**src/hdl/gfr_pkg.sv**
```systemverilog
// ----------------------------------------------------------------------------
// gfr_pkg
// Shared types and constants of the gamepad frame receiver: item codes,
// link codes, frame marker bytes, divider sizes and the control interface.
// ----------------------------------------------------------------------------
`default_nettype none

package gfr_pkg;

  // item kinds
  localparam logic [1:0] OP_BYTE = 2'd0;
  localparam logic [1:0] OP_TICK = 2'd1;
  localparam logic [1:0] OP_OVF  = 2'd2;

  // link status codes
  localparam logic [1:0] LINK_UP   = 2'd0;
  localparam logic [1:0] LINK_GONE = 2'd1;
  localparam logic [1:0] LINK_OFF  = 2'd2;

  // frame marker bytes
  localparam logic [7:0] HEAD_BYTE = 8'h0D;
  localparam logic [7:0] TAIL_BYTE = 8'h0A;
  localparam logic [7:0] GONE_BYTE = 8'hAB;

  // axis divider sizes
  localparam int DVD_W = 45;
  localparam int DVS_W = 30;
  localparam int QUO_W = 17;

  // controller to datapath commands
  typedef struct packed {
    logic       take;
    logic       stick_max;
    logic       dz_mul;
    logic       dz_diff;
    logic       ax_mul1;
    logic       ax_mul2;
    logic       div_start;
    logic       ax_write;
    logic [1:0] axis;
    logic       load_out;
  } gfr_cmd_t;

  // datapath to controller status
  typedef struct packed {
    logic emit_frame;
    logic emit_down;
    logic div_busy;
    logic out_free;
  } gfr_sts_t;

endpackage

`default_nettype wire

```
**src/hdl/gamepad_frame_receiver.sv**
```systemverilog
// Flow: a byte, tick or overflow that makes no report leaves the input free; a
// disconnect or offline report goes through S_PUSH into the output register.
// A completed frame stalls the input until its report is loaded: each axis
// runs S_MUL1, S_MUL2, S_DIVS, S_DIVW and S_WRITE around a 17-bit divide in one
// shared restoring divider, plus three setup steps per stick; a stalled output adds to this.
// Reset: synchronous, active high; counters and ages clear, link reads offline.
// ----------------------------------------------------------------------------
// gamepad_frame_receiver
// Builds 8-byte gamepad frames from UART bytes and reports buttons, edges,
// deadzoned stick axes, link status and counters.
// ----------------------------------------------------------------------------
`default_nettype none

module gamepad_frame_receiver (
  input  wire                clk,
  input  wire                rst,
  input  wire                cfg_write,
  input  wire  [1:0]         cfg_index,
  input  wire  [15:0]        cfg_data,
  input  wire                in_valid,
  output logic               in_stall,
  input  wire  [1:0]         opcode,
  input  wire  [7:0]         data_byte,
  output logic               out_valid,
  input  wire                out_stall,
  output logic [1:0]         link_status,
  output logic [15:0]        buttons,
  output logic [15:0]        pressed,
  output logic [15:0]        released,
  output logic [31:0]        event_total,
  output logic signed [15:0] left_x,
  output logic signed [15:0] left_y,
  output logic signed [15:0] right_x,
  output logic signed [15:0] right_y,
  output logic [31:0]        frames_total,
  output logic [31:0]        signals_total
);
  import gfr_pkg::*;

  gfr_cmd_t cmd;
  gfr_sts_t sts;

  gfr_ctrl u_ctrl (
    .clk      (clk),
    .rst      (rst),
    .in_valid (in_valid),
    .in_stall (in_stall),
    .sts      (sts),
    .cmd      (cmd)
  );

  gfr_dp u_dp (
    .clk           (clk),
    .rst           (rst),
    .cfg_write     (cfg_write),
    .cfg_index     (cfg_index),
    .cfg_data      (cfg_data),
    .opcode        (opcode),
    .data_byte     (data_byte),
    .cmd           (cmd),
    .sts           (sts),
    .out_valid     (out_valid),
    .out_stall     (out_stall),
    .link_status   (link_status),
    .buttons       (buttons),
    .pressed       (pressed),
    .released      (released),
    .event_total   (event_total),
    .left_x        (left_x),
    .left_y        (left_y),
    .right_x       (right_x),
    .right_y       (right_y),
    .frames_total  (frames_total),
    .signals_total (signals_total)
  );

`ifndef SYNTHESIS
  // a button cannot be both pressed and released in one report
  a_edges_disjoint: assert property (@(posedge clk) disable iff (rst)
    out_valid |-> (pressed & released) == 16'd0)
    else $error("pressed and released overlap");

  // pressed buttons are among the current buttons
  a_pressed_held: assert property (@(posedge clk) disable iff (rst)
    out_valid |-> (pressed & ~buttons) == 16'd0)
    else $error("pressed bit not in buttons");

  // link-down reports carry no buttons and centered sticks
  a_down_quiet: assert property (@(posedge clk) disable iff (rst)
    out_valid && link_status != LINK_UP |->
      buttons == 16'd0 && left_x == 16'sd0 && left_y == 16'sd0 &&
      right_x == 16'sd0 && right_y == 16'sd0)
    else $error("link-down report with live data");
`endif

endmodule

`default_nettype wire

```
**src/hdl/gfr_div.sv**
```systemverilog
// ----------------------------------------------------------------------------
// gfr_div
// Restoring divider, one quotient bit per cycle. The quotient is known to fit
// in QUO_W bits, so only the low QUO_W dividend bits are stepped through.
// ----------------------------------------------------------------------------
`default_nettype none

module gfr_div (
  input  wire                        clk,
  input  wire                        rst,
  input  wire                        start,
  input  wire [gfr_pkg::DVD_W-1:0]   dividend,
  input  wire [gfr_pkg::DVS_W-1:0]   divisor,
  output logic                       busy,
  output logic [gfr_pkg::QUO_W-1:0]  quotient
);
  import gfr_pkg::*;

  logic [DVS_W-1:0] rem;
  logic [QUO_W-1:0] sh;
  logic [4:0]       cnt;
  logic [DVS_W:0]   trial;
  logic             fits;

  // trial subtract of the next bit
  assign trial = {rem, sh[QUO_W-1]};
  assign fits  = trial >= {1'b0, divisor};

  // control
  always_ff @(posedge clk) begin
    if (rst) begin
      busy <= 1'b0;
      cnt  <= '0;
    end else if (start) begin
      busy <= 1'b1;
      cnt  <= 5'(QUO_W);
    end else if (busy) begin
      cnt <= cnt - 5'd1;
      if (cnt == 5'd1) begin
        busy <= 1'b0;
      end
    end
  end

  // remainder and quotient shift
  always_ff @(posedge clk) begin
    if (start) begin
      rem <= DVS_W'(dividend[DVD_W-1:QUO_W]);
      sh  <= dividend[QUO_W-1:0];
    end else if (busy) begin
      if (fits) begin
        rem <= DVS_W'(trial - {1'b0, divisor});
      end else begin
        rem <= trial[DVS_W-1:0];
      end
      sh <= {sh[QUO_W-2:0], fits};
    end
  end

  assign quotient = sh;

endmodule

`default_nettype wire

```
**src/hdl/gfr_ctrl.sv**
```systemverilog
// ----------------------------------------------------------------------------
// gfr_ctrl
// Controller: takes items, sequences the four axis computations of a frame
// report and hands each report to the output register.
// ----------------------------------------------------------------------------
`default_nettype none

module gfr_ctrl (
  input  wire                clk,
  input  wire                rst,
  input  wire                in_valid,
  output logic               in_stall,
  input  gfr_pkg::gfr_sts_t  sts,
  output gfr_pkg::gfr_cmd_t  cmd
);
  import gfr_pkg::*;

  localparam logic [3:0] S_IDLE  = 4'd0;
  localparam logic [3:0] S_MAX   = 4'd1;
  localparam logic [3:0] S_DZM   = 4'd2;
  localparam logic [3:0] S_DIFF  = 4'd3;
  localparam logic [3:0] S_MUL1  = 4'd4;
  localparam logic [3:0] S_MUL2  = 4'd5;
  localparam logic [3:0] S_DIVS  = 4'd6;
  localparam logic [3:0] S_DIVW  = 4'd7;
  localparam logic [3:0] S_WRITE = 4'd8;
  localparam logic [3:0] S_PUSH  = 4'd9;

  logic [3:0] state, state_next;
  logic [1:0] axis, axis_next;

  assign in_stall = state != S_IDLE;

  // next state and commands
  always_comb begin
    state_next = state;
    axis_next  = axis;
    cmd        = '0;
    cmd.axis   = axis;
    case (state)
      S_IDLE: begin
        cmd.take = in_valid;
        if (in_valid) begin
          if (sts.emit_frame) begin
            state_next = S_MAX;
            axis_next  = 2'd0;
          end else if (sts.emit_down) begin
            state_next = S_PUSH;
          end
        end
      end
      S_MAX: begin
        cmd.stick_max = 1'b1;
        state_next    = S_DZM;
      end
      S_DZM: begin
        cmd.dz_mul = 1'b1;
        state_next = S_DIFF;
      end
      S_DIFF: begin
        cmd.dz_diff = 1'b1;
        state_next  = S_MUL1;
      end
      S_MUL1: begin
        cmd.ax_mul1 = 1'b1;
        state_next  = S_MUL2;
      end
      S_MUL2: begin
        cmd.ax_mul2 = 1'b1;
        state_next  = S_DIVS;
      end
      S_DIVS: begin
        cmd.div_start = 1'b1;
        state_next    = S_DIVW;
      end
      S_DIVW: begin
        if (!sts.div_busy) begin
          state_next = S_WRITE;
        end
      end
      S_WRITE: begin
        cmd.ax_write = 1'b1;
        axis_next    = axis + 2'd1;
        if (axis == 2'd3) begin
          state_next = S_PUSH;
        end else if (axis[0]) begin
          state_next = S_MAX;
        end else begin
          state_next = S_MUL1;
        end
      end
      S_PUSH: begin
        if (sts.out_free) begin
          cmd.load_out = 1'b1;
          state_next   = S_IDLE;
        end
      end
      default: begin
        state_next = S_IDLE;
      end
    endcase
  end

  always_ff @(posedge clk) begin
    if (rst) begin
      state <= S_IDLE;
      axis  <= 2'd0;
    end else begin
      state <= state_next;
      axis  <= axis_next;
    end
  end

endmodule

`default_nettype wire

```
**src/hdl/gfr_dp.sv**
```systemverilog
// ----------------------------------------------------------------------------
// gfr_dp
// Datapath: configuration registers, frame store, ages, counters, the axis
// arithmetic with its divider, and the output register.
// ----------------------------------------------------------------------------
`default_nettype none

module gfr_dp (
  input  wire                clk,
  input  wire                rst,
  input  wire                cfg_write,
  input  wire  [1:0]         cfg_index,
  input  wire  [15:0]        cfg_data,
  input  wire  [1:0]         opcode,
  input  wire  [7:0]         data_byte,
  input  gfr_pkg::gfr_cmd_t  cmd,
  output gfr_pkg::gfr_sts_t  sts,
  output logic               out_valid,
  input  wire                out_stall,
  output logic [1:0]         link_status,
  output logic [15:0]        buttons,
  output logic [15:0]        pressed,
  output logic [15:0]        released,
  output logic [31:0]        event_total,
  output logic signed [15:0] left_x,
  output logic signed [15:0] left_y,
  output logic signed [15:0] right_x,
  output logic signed [15:0] right_y,
  output logic [31:0]        frames_total,
  output logic [31:0]        signals_total
);
  import gfr_pkg::*;

  localparam logic [1:0]  REG_DEADZONE = 2'd0;
  localparam logic [1:0]  REG_FRAME_TO = 2'd1;
  localparam logic [1:0]  REG_OFF_TO   = 2'd2;
  localparam logic [16:0] AGE_MAX      = 17'h1FFFF;
  localparam logic [7:0]  X_MID        = 8'd127;
  localparam logic [7:0]  Y_MID        = 8'd128;

  // configuration
  logic [14:0] deadzone;
  logic [15:0] frame_timeout;
  logic [15:0] offline_timeout;

  always_ff @(posedge clk) begin
    if (rst) begin
      deadzone        <= 15'd3277;
      frame_timeout   <= 16'd100;
      offline_timeout <= 16'd1000;
    end else if (cfg_write) begin
      case (cfg_index)
        REG_DEADZONE: deadzone        <= cfg_data[14:0];
        REG_FRAME_TO: frame_timeout   <= cfg_data;
        REG_OFF_TO:   offline_timeout <= cfg_data;
        default: ;
      endcase
    end
  end

  // receiver state
  logic [7:0]  store [8];
  logic [7:0]  store_next [8];
  logic [7:0]  full [8];
  logic [2:0]  fill, fill_next;
  logic [16:0] partial_age, pa_next, pa_inc;
  logic [16:0] silence_age, sa_next, sa_inc;
  logic [1:0]  link_held, link_next;
  logic [15:0] held, held_next;
  logic [31:0] event_count, ev_next;
  logic [31:0] frm_count, fr_next;
  logic [31:0] sig_count, sg_next;
  logic [1:0]  pend_link, pend_link_next;
  logic [15:0] pend_buttons, pend_buttons_next;
  logic [15:0] pend_pressed, pend_pressed_next;
  logic [15:0] pend_released, pend_released_next;
  logic [2:0]  sel;
  logic        found;
  logic [3:0]  nf;
  logic [15:0] cur, prs, rel;
  logic        emit_frame, emit_down;
  logic [1:0]  down_code;

  // item handling, applied when an item is taken
  always_comb begin
    fill_next          = fill;
    pa_next            = partial_age;
    sa_next            = silence_age;
    link_next          = link_held;
    held_next          = held;
    ev_next            = event_count;
    fr_next            = frm_count;
    sg_next            = sig_count;
    pend_link_next     = pend_link;
    pend_buttons_next  = pend_buttons;
    pend_pressed_next  = pend_pressed;
    pend_released_next = pend_released;
    store_next         = store;
    full               = store;
    full[7]            = data_byte;
    emit_frame         = 1'b0;
    emit_down          = 1'b0;
    down_code          = LINK_UP;
    sel                = 3'd0;
    found              = 1'b0;
    // latest header byte at index 1 to 7
    for (int i = 1; i < 8; i++) begin
      if (full[i] == HEAD_BYTE) begin
        sel   = 3'(i);
        found = 1'b1;
      end
    end
    pa_inc = (partial_age == AGE_MAX) ? partial_age : partial_age + 17'd1;
    sa_inc = (silence_age == AGE_MAX) ? silence_age : silence_age + 17'd1;
    nf     = {1'b0, fill} + 4'd1;
    cur    = {store[1], store[2]};
    prs    = cur & ~held;
    rel    = held & ~cur;
    if (cmd.take) begin
      case (opcode)
        OP_TICK: begin
          if (fill != 3'd0) begin
            if (pa_inc > {1'b0, frame_timeout}) begin
              fill_next = 3'd0;
              pa_next   = '0;
            end else begin
              pa_next = pa_inc;
            end
          end
          sa_next = sa_inc;
          if (sa_inc > {1'b0, offline_timeout} && link_held != LINK_OFF) begin
            emit_down = 1'b1;
            down_code = LINK_OFF;
          end
        end
        OP_OVF: begin
          fill_next = 3'd0;
          pa_next   = '0;
        end
        OP_BYTE: begin
          if (fill == 3'd0) begin
            if (data_byte == HEAD_BYTE) begin
              store_next[0] = data_byte;
              fill_next     = 3'd1;
              pa_next       = '0;
            end else if (data_byte == GONE_BYTE) begin
              sg_next   = sig_count + 32'd1;
              sa_next   = '0;
              emit_down = 1'b1;
              down_code = LINK_GONE;
            end
          end else begin
            store_next[fill] = data_byte;
            pa_next          = '0;
            if (nf == 4'd8) begin
              if (store[0] == HEAD_BYTE && data_byte == TAIL_BYTE) begin
                fill_next  = 3'd0;
                emit_frame = 1'b1;
                fr_next    = frm_count + 32'd1;
                sg_next    = sig_count + 32'd1;
                sa_next    = '0;
                link_next  = LINK_UP;
              end else begin
                // resync on the latest header byte
                for (int j = 0; j < 8; j++) begin
                  store_next[j] = full[3'(j) + sel];
                end
                fill_next = found ? 3'(4'd8 - {1'b0, sel}) : 3'd0;
              end
            end else begin
              fill_next = nf[2:0];
            end
          end
        end
        default: ;
      endcase
    end
    // disconnect or offline report
    if (emit_down) begin
      ev_next            = (held != 16'd0) ? event_count + 32'd1 : event_count;
      held_next          = '0;
      link_next          = down_code;
      pend_link_next     = down_code;
      pend_buttons_next  = '0;
      pend_pressed_next  = '0;
      pend_released_next = held;
    end
    // frame report
    if (emit_frame) begin
      ev_next            = ((prs | rel) != 16'd0) ? event_count + 32'd1 : event_count;
      held_next          = cur;
      pend_link_next     = LINK_UP;
      pend_buttons_next  = cur;
      pend_pressed_next  = prs;
      pend_released_next = rel;
    end
  end

  always_ff @(posedge clk) begin
    store         <= store_next;
    pend_link     <= pend_link_next;
    pend_buttons  <= pend_buttons_next;
    pend_pressed  <= pend_pressed_next;
    pend_released <= pend_released_next;
  end

  always_ff @(posedge clk) begin
    if (rst) begin
      fill        <= '0;
      partial_age <= '0;
      silence_age <= '0;
      link_held   <= LINK_OFF;
      held        <= '0;
      event_count <= '0;
      frm_count   <= '0;
      sig_count   <= '0;
    end else begin
      fill        <= fill_next;
      partial_age <= pa_next;
      silence_age <= sa_next;
      link_held   <= link_next;
      held        <= held_next;
      event_count <= ev_next;
      frm_count   <= fr_next;
      sig_count   <= sg_next;
    end
  end

  // axis normalization: {negative, magnitude, denominator}
  function automatic logic [16:0] norm_x(input logic [7:0] raw);
    logic neg;
    neg = raw < X_MID;
    return {neg, neg ? X_MID - raw : raw - X_MID, neg ? 8'd127 : 8'd128};
  endfunction

  // y axes come out negated
  function automatic logic [16:0] norm_y(input logic [7:0] raw);
    logic up;
    up = raw >= Y_MID;
    return {raw > Y_MID, up ? raw - Y_MID : Y_MID - raw, up ? 8'd127 : 8'd128};
  endfunction

  logic [16:0] sx, sy, ca;
  logic [7:0]  raw_a;
  logic [15:0] xcross, ycross;
  logic [7:0]  mn, md;
  logic [22:0] dzmd;
  logic [23:0] diff;
  logic        live;
  logic [14:0] dmn;
  logic [29:0] anf;
  logic [29:0] bot;
  logic [15:0] dzc;
  logic [15:0] axv [4];
  logic [15:0] axv_new;
  logic [DVD_W-1:0] dividend;
  logic [QUO_W-1:0] quot;
  logic             div_busy;

  // operand selection for the current stick and axis
  always_comb begin
    sx = norm_x(cmd.axis[1] ? store[6] : store[4]);
    sy = norm_y(cmd.axis[1] ? store[5] : store[3]);
    case (cmd.axis)
      2'd0:    raw_a = store[4];
      2'd1:    raw_a = store[3];
      2'd2:    raw_a = store[6];
      default: raw_a = store[5];
    endcase
    ca = cmd.axis[0] ? norm_y(raw_a) : norm_x(raw_a);
  end

  assign xcross   = {8'd0, sx[15:8]} * {8'd0, sy[7:0]};
  assign ycross   = {8'd0, sy[15:8]} * {8'd0, sx[7:0]};
  assign dzc      = 16'(17'd32768 - {2'b0, deadzone});
  assign dividend = {anf, 15'd0} + DVD_W'(bot[29:1]);

  // axis arithmetic registers
  always_ff @(posedge clk) begin
    if (cmd.stick_max) begin
      if (xcross >= ycross) begin
        mn <= sx[15:8];
        md <= sx[7:0];
      end else begin
        mn <= sy[15:8];
        md <= sy[7:0];
      end
    end
    if (cmd.dz_mul) begin
      dzmd <= {8'd0, deadzone} * {15'd0, md};
    end
    if (cmd.dz_diff) begin
      diff <= {1'b0, mn, 15'd0} - {1'b0, dzmd};
      live <= ({1'b0, mn, 15'd0} > {1'b0, dzmd});
    end
    if (cmd.ax_mul1) begin
      dmn <= 15'({8'd0, ca[7:0]} * {8'd0, mn});
      anf <= {22'd0, ca[15:8]} * {7'd0, diff[22:0]};
    end
    if (cmd.ax_mul2) begin
      bot <= {15'd0, dmn} * {14'd0, dzc};
    end
    if (cmd.ax_write) begin
      axv[cmd.axis] <= axv_new;
    end
  end

  // sign, clamp and deadzone of the quotient
  always_comb begin
    if (!live) begin
      axv_new = '0;
    end else if (ca[16]) begin
      axv_new = 16'(17'd0 - quot);
    end else if (quot > 17'd32767) begin
      axv_new = 16'd32767;
    end else begin
      axv_new = quot[15:0];
    end
  end

  gfr_div u_div (
    .clk      (clk),
    .rst      (rst),
    .start    (cmd.div_start),
    .dividend (dividend),
    .divisor  (bot),
    .busy     (div_busy),
    .quotient (quot)
  );

  // output register
  always_ff @(posedge clk) begin
    if (rst) begin
      out_valid <= 1'b0;
    end else if (cmd.load_out) begin
      out_valid <= 1'b1;
    end else if (!out_stall) begin
      out_valid <= 1'b0;
    end
  end

  always_ff @(posedge clk) begin
    if (cmd.load_out) begin
      link_status   <= pend_link;
      buttons       <= pend_buttons;
      pressed       <= pend_pressed;
      released      <= pend_released;
      event_total   <= event_count;
      frames_total  <= frm_count;
      signals_total <= sig_count;
      left_x        <= (pend_link == LINK_UP) ? axv[0] : 16'd0;
      left_y        <= (pend_link == LINK_UP) ? axv[1] : 16'd0;
      right_x       <= (pend_link == LINK_UP) ? axv[2] : 16'd0;
      right_y       <= (pend_link == LINK_UP) ? axv[3] : 16'd0;
    end
  end

  assign sts.emit_frame = emit_frame;
  assign sts.emit_down  = emit_down;
  assign sts.div_busy   = div_busy;
  assign sts.out_free   = !out_valid || !out_stall;

endmodule

`default_nettype wire

```
**config.mk**
```make
export PLATFORM = sky130hd
export DESIGN_NAME = gamepad_frame_receiver
export DESIGN_NICKNAME = d
export VERILOG_FILES = /design/src/hdl/gfr_pkg.sv /design/src/hdl/gamepad_frame_receiver.sv /design/src/hdl/gfr_div.sv /design/src/hdl/gfr_ctrl.sv /design/src/hdl/gfr_dp.sv
export SDC_FILE = /design/constraint.sdc
export NUM_CORES = 2
export LEC_CHECK = 0
export BUFFER_PORTS_ARGS = -buffer_cell sky130_fd_sc_hd__buf_2
export CORE_MARGIN = 3
export CORE_UTILIZATION = 45
export DETAILED_ROUTE_END_ITERATION = 8
export HOLD_SLACK_MARGIN = 0.08
export PLACE_DENSITY = 0.61
export SYNTH_ARGS = -nofsm -noshare
export SYNTH_HDL_FRONTEND = slang
export SYNTH_SLANG_ARGS = --single-unit
```
**constraint.sdc**
```tcl
create_clock -name clk -period 18.28 [get_ports clk]
set_input_delay 0 -clock clk [delete_from_list [all_inputs] [get_ports clk]]
set_output_delay 0 -clock clk [all_outputs]
set_load 0.05 [all_outputs]
```
Word-level counts from Yosys, hierarchy flattened
Memory sizes are Yosys's and may differ from the RTL's. A register that Yosys moved wholly into a read port is not among the register bits.
Cells that the tools add are included.
{"block": "word_totals", "reg_bits": 656, "mem_bits_rw": 64, "out_inout_bits": 212, "word_cells": 370, "mem_count": 1}
{"block": "op_classes", "n_addsub": 29, "n_mul": 6, "order_cmp": 21, "n_eq_ne": 49, "n_mux": 155, "n_bitwise": 15, "n_reduce_logical": 47}
{"name": "u_dp.axv", "words": 4, "word_bits": 16, "read_ports": 4, "rd_ports_with_merged_regs": 4, "wr": 1, "line": "gfr_dp.sv:254", "rtl": "logic [15:0] axv [4];"}
{"cell": "two-way mux 32 bit", "n": 9}
{"cell": "two-way mux 8 bit", "n": 31}
{"cell": "two-way mux 17 bit", "n": 14}
{"cell": "binary-select mux 8 bit (select 3 bit)", "n": 8}
{"cell": "two-way mux 16 bit", "n": 8}
{"cell": "two-way mux 64 bit", "n": 2}
{"cell": "adder 32 x 1 -> 32 bit, second input constant", "n": 3}
{"cell": "equality test 8 x 4 -> 1 bit, second input constant", "n": 9}
{"cell": "bitwise mux 64 bit", "n": 1}
{"cell": "two-way mux 28 bit", "n": 2}
{"cell": "case mux 17 bit (3 select lines)", "n": 1}
{"cell": "adder 45 x 29 -> 45 bit", "n": 1}
{"cell": "case mux 4 bit (10 select lines)", "n": 1}
{"cell": ">= comparator 4 bit, second input constant", "n": 9}
{"cell": "two-way mux 1 bit", "n": 36}
{"cell": "two-way mux 3 bit", "n": 12}
{"cell": "NOT 3 -> 4 bit", "n": 9}
{"cell": "adder 17 x 1 -> 17 bit, second input constant", "n": 2}
{"cell": "equality test 17 bit, second input constant", "n": 2}
{"cell": "> comparator 17 x 16 -> 1 bit", "n": 2}
{"cell": "case mux 17 bit (2 select lines)", "n": 1}
{"cell": "AND 16 bit", "n": 2}
{"cell": "multiplier 8 x 8 -> 16 bit", "n": 2}
{"cell": "NOT 16 bit", "n": 2}
{"cell": "other kinds (67)", "n": 153}

Logic depth before layout (Yosys ltp)
{"block": "logic_depth", "depth_word": 16, "mapped_depth": 37, "mapped_depth_nobuf": 35}

Hierarchy
A second synthesis with hierarchy kept.
{"block": "unflattened", "hier_cells": 5886, "area_unflattened_um2": 59470.8}
{"module": "gfr_dp", "n_inst": 1, "cells_per_inst": 5359, "area_per_inst_um2": 54613.6}
{"module": "gfr_div", "n_inst": 1, "cells_per_inst": 467, "area_per_inst_um2": 4415.5}
{"module": "gfr_ctrl", "n_inst": 1, "cells_per_inst": 60, "area_per_inst_um2": 441.7}

Worst setup path before layout
No wires, ideal clock.
{"block": "synth_timing", "path_kind": "register to register", "startpoint": "register u_ctrl.state[3]", "endpoint": "register u_dp.buttons[0] (enable)", "setup_time_ns": 0.852, "arrival_ns": 11.179, "required_ns": 17.428, "slack_ns": 6.249, "stages_incl_launch_ff": 5, "path_cell_list": "dfxtp_1 -> clkbuf_1 -> nand2b_1 -> or2_2 -> a21oi_1"}
{"item": "from (decl)", "line": "gfr_ctrl.sv:29", "rtl": "logic [3:0] state, state_next;"}
{"item": "from (signal assigned)", "line": "gfr_ctrl.sv:109", "rtl": "state <= state_next;"}
{"item": "to (signal assigned)", "line": "gfr_dp.sv:345", "rtl": "buttons <= pend_buttons;"}
{"item": "to (decl)", "line": "gfr_dp.sv:21", "rtl": "output logic [15:0] buttons,"}

Worst setup path after layout
{"block": "layout_timing", "startpoint": "register u_ctrl.axis[0]", "endpoint": "register u_dp.anf[28], data pin"}
{"block": "layout_between", "elab_chain_cells": 6, "elab_cells_between_ends": 14, "classes_between": "add/sub: 4; mul: 1; order compare: 2; eq/ne: 2; mux: 4; reduce/logical: 1"}
{"item": "from (decl)", "line": "gfr_ctrl.sv:30", "rtl": "logic [1:0] axis, axis_next;"}
{"item": "from (signal assigned)", "line": "gfr_ctrl.sv:110", "rtl": "axis <= axis_next;"}
{"item": "equality test 2 bit (tied with other cells)", "line": "gfr_dp.sv:264", "rtl": "case (cmd.axis)"}
{"item": "case mux 8 bit (3 select lines)", "line": "gfr_dp.sv:264"}
{"item": "subtractor 8 x 7 -> 8 bit (tied with other cells)", "line": "gfr_dp.sv:233", "rtl": "return {neg, neg ? X_MID - raw : raw - X_MID, neg ? 8'd127 : 8'd128};"}
{"item": "two-way mux 8 bit, on equally long branches", "line": "gfr_dp.sv:233, gfr_dp.sv:240"}
{"item": "two-way mux 17 bit (*)", "line": "gfr_dp.sv:270", "rtl": "ca = cmd.axis[0] ? norm_y(raw_a) : norm_x(raw_a);"}
{"item": "multiplier 8 x 23 -> 30 bit (*)", "line": "gfr_dp.sv:298", "rtl": "anf <= {22'd0, ca[15:8]} * {7'd0, diff[22:0]};"}
{"item": "to (signal assigned)", "line": "gfr_dp.sv:298"}
{"item": "to (decl)", "line": "gfr_dp.sv:251", "rtl": "logic [29:0] anf;"}
Mark *: on every way between the ends. The rest lies on a longest branch, timed or not.
A chain may end at the register's enable or synchronous reset.

==> flow_metrics.py <==
metrics = {
    "clocking": {
        "h-tree-depth": 3,
        "cts_root_buf": "clkbuf_16",
        "cts.reportedPaths.clkPinSlew_ns": 0.06,
        "clock_latency_ns": 0.69,
        "cts_tree": "yes",
        "cts.sinks": 770,
        "numCtsBuffers": 85,
        "clk_path_buf_depth": 3,
    },
    "timing": {
        "min_period_ns": 8.92,
        "relSlewSlack_pct": 16.0,
        "setup_viol": 0,
        "period_share_pct": 48.8,
        "fin_ws_ns": 9.36,
        "max_freq_mhz": 112,
        "drv_slew": 0,
        "setup_tns_ns": 0,
        "worstMarginPinSlew_ns": 1.26,
        "holdWs_ns": 0.210,
        "finClkSkew_ns": 0.0453,
        "grt_setup_unrepaired": "no",
        "hold_viol": 0,
    },
    "worst_setup_path": {
        "required_ns": 18.69,
        "timing.rr.start": "u_ctrl.axis[0]",
        "slowest_delay_ns": 0.76,
        "cp_num_buf_inv": 5,
        "worstPathMaxFanout": 23,
        "start_kind": "flop",
        "critPathSlowestCell": "dfxtp_1",
        "critPathTopFamily": "compound AO/OA/AOI/OAI gates",
        "r2r_slack_ns": 9.36,
        "reg2reg_to": "u_dp.anf[28]",
        "critPathArrivalTime_ns": 9.33,
        "setup.worst_path.class": "flop to flop",
        "r2r_cells": 29,
        "endpoint_kind": "flop",
    },
    "route": {
        "drcViolationCount": 0,
        "first_pass_iters": 7,
        "ant_nets": 0,
        "vias_per_cell": 5.39,
        "num_vias": 42900,
        "routed_wirelength_um": 148000,
        "avgRoutedWirePerCell_um": 18.6,
        "drt_iter0_drc": 3317,
    },
    "global_route": {
        "grt_usage_pct": 21.7,
        "gr-usage-met1_pct": 29.9,
        "antenna_found_initial": 8,
        "gr-total-overflow": 0,
        "grt_pass1_wl_um": 237000,
        "met2_usage_pct": 34.8,
        "first_global_vias": 43000,
        "grtUsageMet3_pct": 3.91,
        "grt_max_degree": 82,
        "grt_busiest_layer": "met2",
    },
    "logic_synthesis": {
        "synth_edf_count": 555,
        "ys_types": 94,
        "synthesis.nets": 6892,
        "yosysTopAreaCellShare_pct": 28.0,
        "synth.top_cells.by_count": "736 x inv_1, 591 x nand2_1, 555 x edfxtp_1",
        "synth_top_cell_by_area": "edfxtp_1",
        "yosysMostFrequentCell": "inv_1",
        "ys_warn_count": 0,
        "ys_seq_elements": 770,
        "synthFlopType": "edfxtp_1",
        "synth_seq_area_share_pct": 35.3,
        "syn_area_mm2": 0.0594,
        "syn_area_per_cell_um2": 10.0,
        "async_flop_share_pct": 0,
        "synthTopCellsByArea": "edfxtp_1 28%, fa_1 16%, ha_1 9.4%, dfxtp_1 7.2%, inv_1 4.6%",
        "postSynthCellCount": 5947,
    },
    "place": {
        "port_buffers": 244,
        "placed_cells_incl_taps": 7752,
        "dp_hpwl_um": 112000,
        "gp_congestion": 0.867,
        "post-place-ws_ns": 9.42,
    },
    "worst_hold_path": {
        "worstHoldEndpoint": "u_dp.offline_timeout[0]",
        "min_from": "cfg_data[0]",
        "min_path_cells": 4,
        "hp-class": "input pin to flop",
    },
    "finish": {
        "nets": 7088,
        "final_cells": 7960,
        "drive_above_1_share_pct": 9.55,
        "area_delta_synth_final_pct": 11.0,
    },
    "die": {
        "rows": 132,
        "initial_core_util_pct": 45.6,
        "fp.dieH_um": 369,
        "io_pins": 245,
        "fp.dieW_um": 369,
        "core_area_mm2": 0.130,
        "die_area_mm2": 0.137,
    },
    "run": {
        "drv_cap": 0,
    },
    "outcome": {
        "status": "complete, no violations",
    },
}
==> state kept, by name, summed over array words and instances (netlist names), 17 cells and up <==
name and cells:
u_dp.silence_age 17, u_dp.axv 64, u_dp.frames_total 32, u_dp.bot 30, u_dp.dzmd 23, u_dp.event_total 32
u_dp.sig_count 32, u_dp.signals_total 32, u_dp.u_div.quotient 17, u_dp.partial_age 17, u_dp.frm_count 32, u_dp.anf 30
u_dp.u_div.rem 30, u_dp.event_count 32, u_dp.full 40, u_dp.diff 23
==> repair_timing <==
action | 4_1_cts | 5_1_grt
setup endpoints to repair | 0 | 0
hold endpoints to repair | 154 | 0
gates resized for setup | 0 | 0
setup buffers | 0 | 0
hold buffers | 46 | 0
==> stage by stage <==
| stage | util, % | cell area (um^2) |
|---|---|---|
| after detailed placement | 47.9 | 62500 |
| after global routing | 50.6 | 66000 |
| after global placement | 47.9 | 62500 |
| final | 50.6 | 66000 |
| after floorplan | - | 59400 |
| after CTS | 50.6 | 66000 |
==> cells in the final DEF, fill, tap and decap left out, types with 40 or more instances in the layout <==
cell,instances
inv_1,735
nand2_1,591
edfxtp_1,555
fa_1,465
ha_1,447
nor2_1,338
and2_1,308
a21oi_1,289
buf_2,243
dfxtp_1,215
o21ai_0,208
xnor2_1,174
mux2i_1,143
nand3_1,113
xor2_1,113
nor2b_1,95
clkbuf_16,85
nor3_1,76
buf_4,61
mux2_2,57
a21o_1,56
nand4_1,54
and3_1,54
nor4_1,47
dlygate4sd3_1,46
o21a_1,41
nand2b_1,40
or2_2,40
or3_1,40
==> layer usage <==
layer,vias to the layer above,wire (um),part of all wire (%)
met3,244,9580,6.5
met4,4,4230,2.8
met1,20900,65700,44
li1,20600,-,-
met2,1149,68800,46
met5,-,26,0.018
==> layout make-up <==
class                           count  area [um^2]
Inverter                          738         2770
Clock inverter                     46          768
Tap cell                         1742         2180
Timing Repair Buffer              351         2150
Clock buffer                      110         2260
Fill cell                       11800        64300
Sequential cell                   770        21000
Antenna cell                        6         15.0
Multi-Input combinational cell   4197        34900
==> worst register-to-register path: cells and delay by family, from the launching register on <==
kind	cells	cell delay, ns
AO/OA/AOI/OAI	11	3.11
adder cells (fa/ha/maj)	7	3.06
flip-flops	1	0.76
buffers and inverters	5	0.72
AND/OR/NAND/NOR	3	0.51
multiplexers	1	0.26
XOR/XNOR	2	0.23
==> logic make-up (layout without fill, tap and decap cells) <==
family / Yosys count / in the layout / synth area share [%]
compound gates: 901 / 901 / 9.54
fa+ha+maj: 912 / 912 / 25.1
flops: 770 / 770 / 35.3
simple gates: 1888 / 1888 / 15.9
xor+xnor: 292 / 292 / 4.30
other cells: 0 / 6 / 0
mux: 204 / 204 / 3.62
buf+inv: 980 / 1245 / 6.30
==> how the worst max path moves through the flow <==
stage                                from              end  slack (ns)  cells past startpoint
after floorplan           u_ctrl.state[3]  u_dp.buttons[0]        6.25                      4
after global placement     u_ctrl.axis[0]     u_dp.anf[28]        9.58                     29
after detailed placement   u_ctrl.axis[0]     u_dp.anf[28]        9.42                     29
after CTS                  u_ctrl.axis[0]     u_dp.anf[28]        9.37                     29
after global routing       u_ctrl.axis[0]     u_dp.anf[28]        8.73                     29
final                      u_ctrl.axis[0]     u_dp.anf[28]        9.36                     29
Power is not shown: default switching activity piles up to over one toggle a cycle in this logic, so the estimate is an artifact.
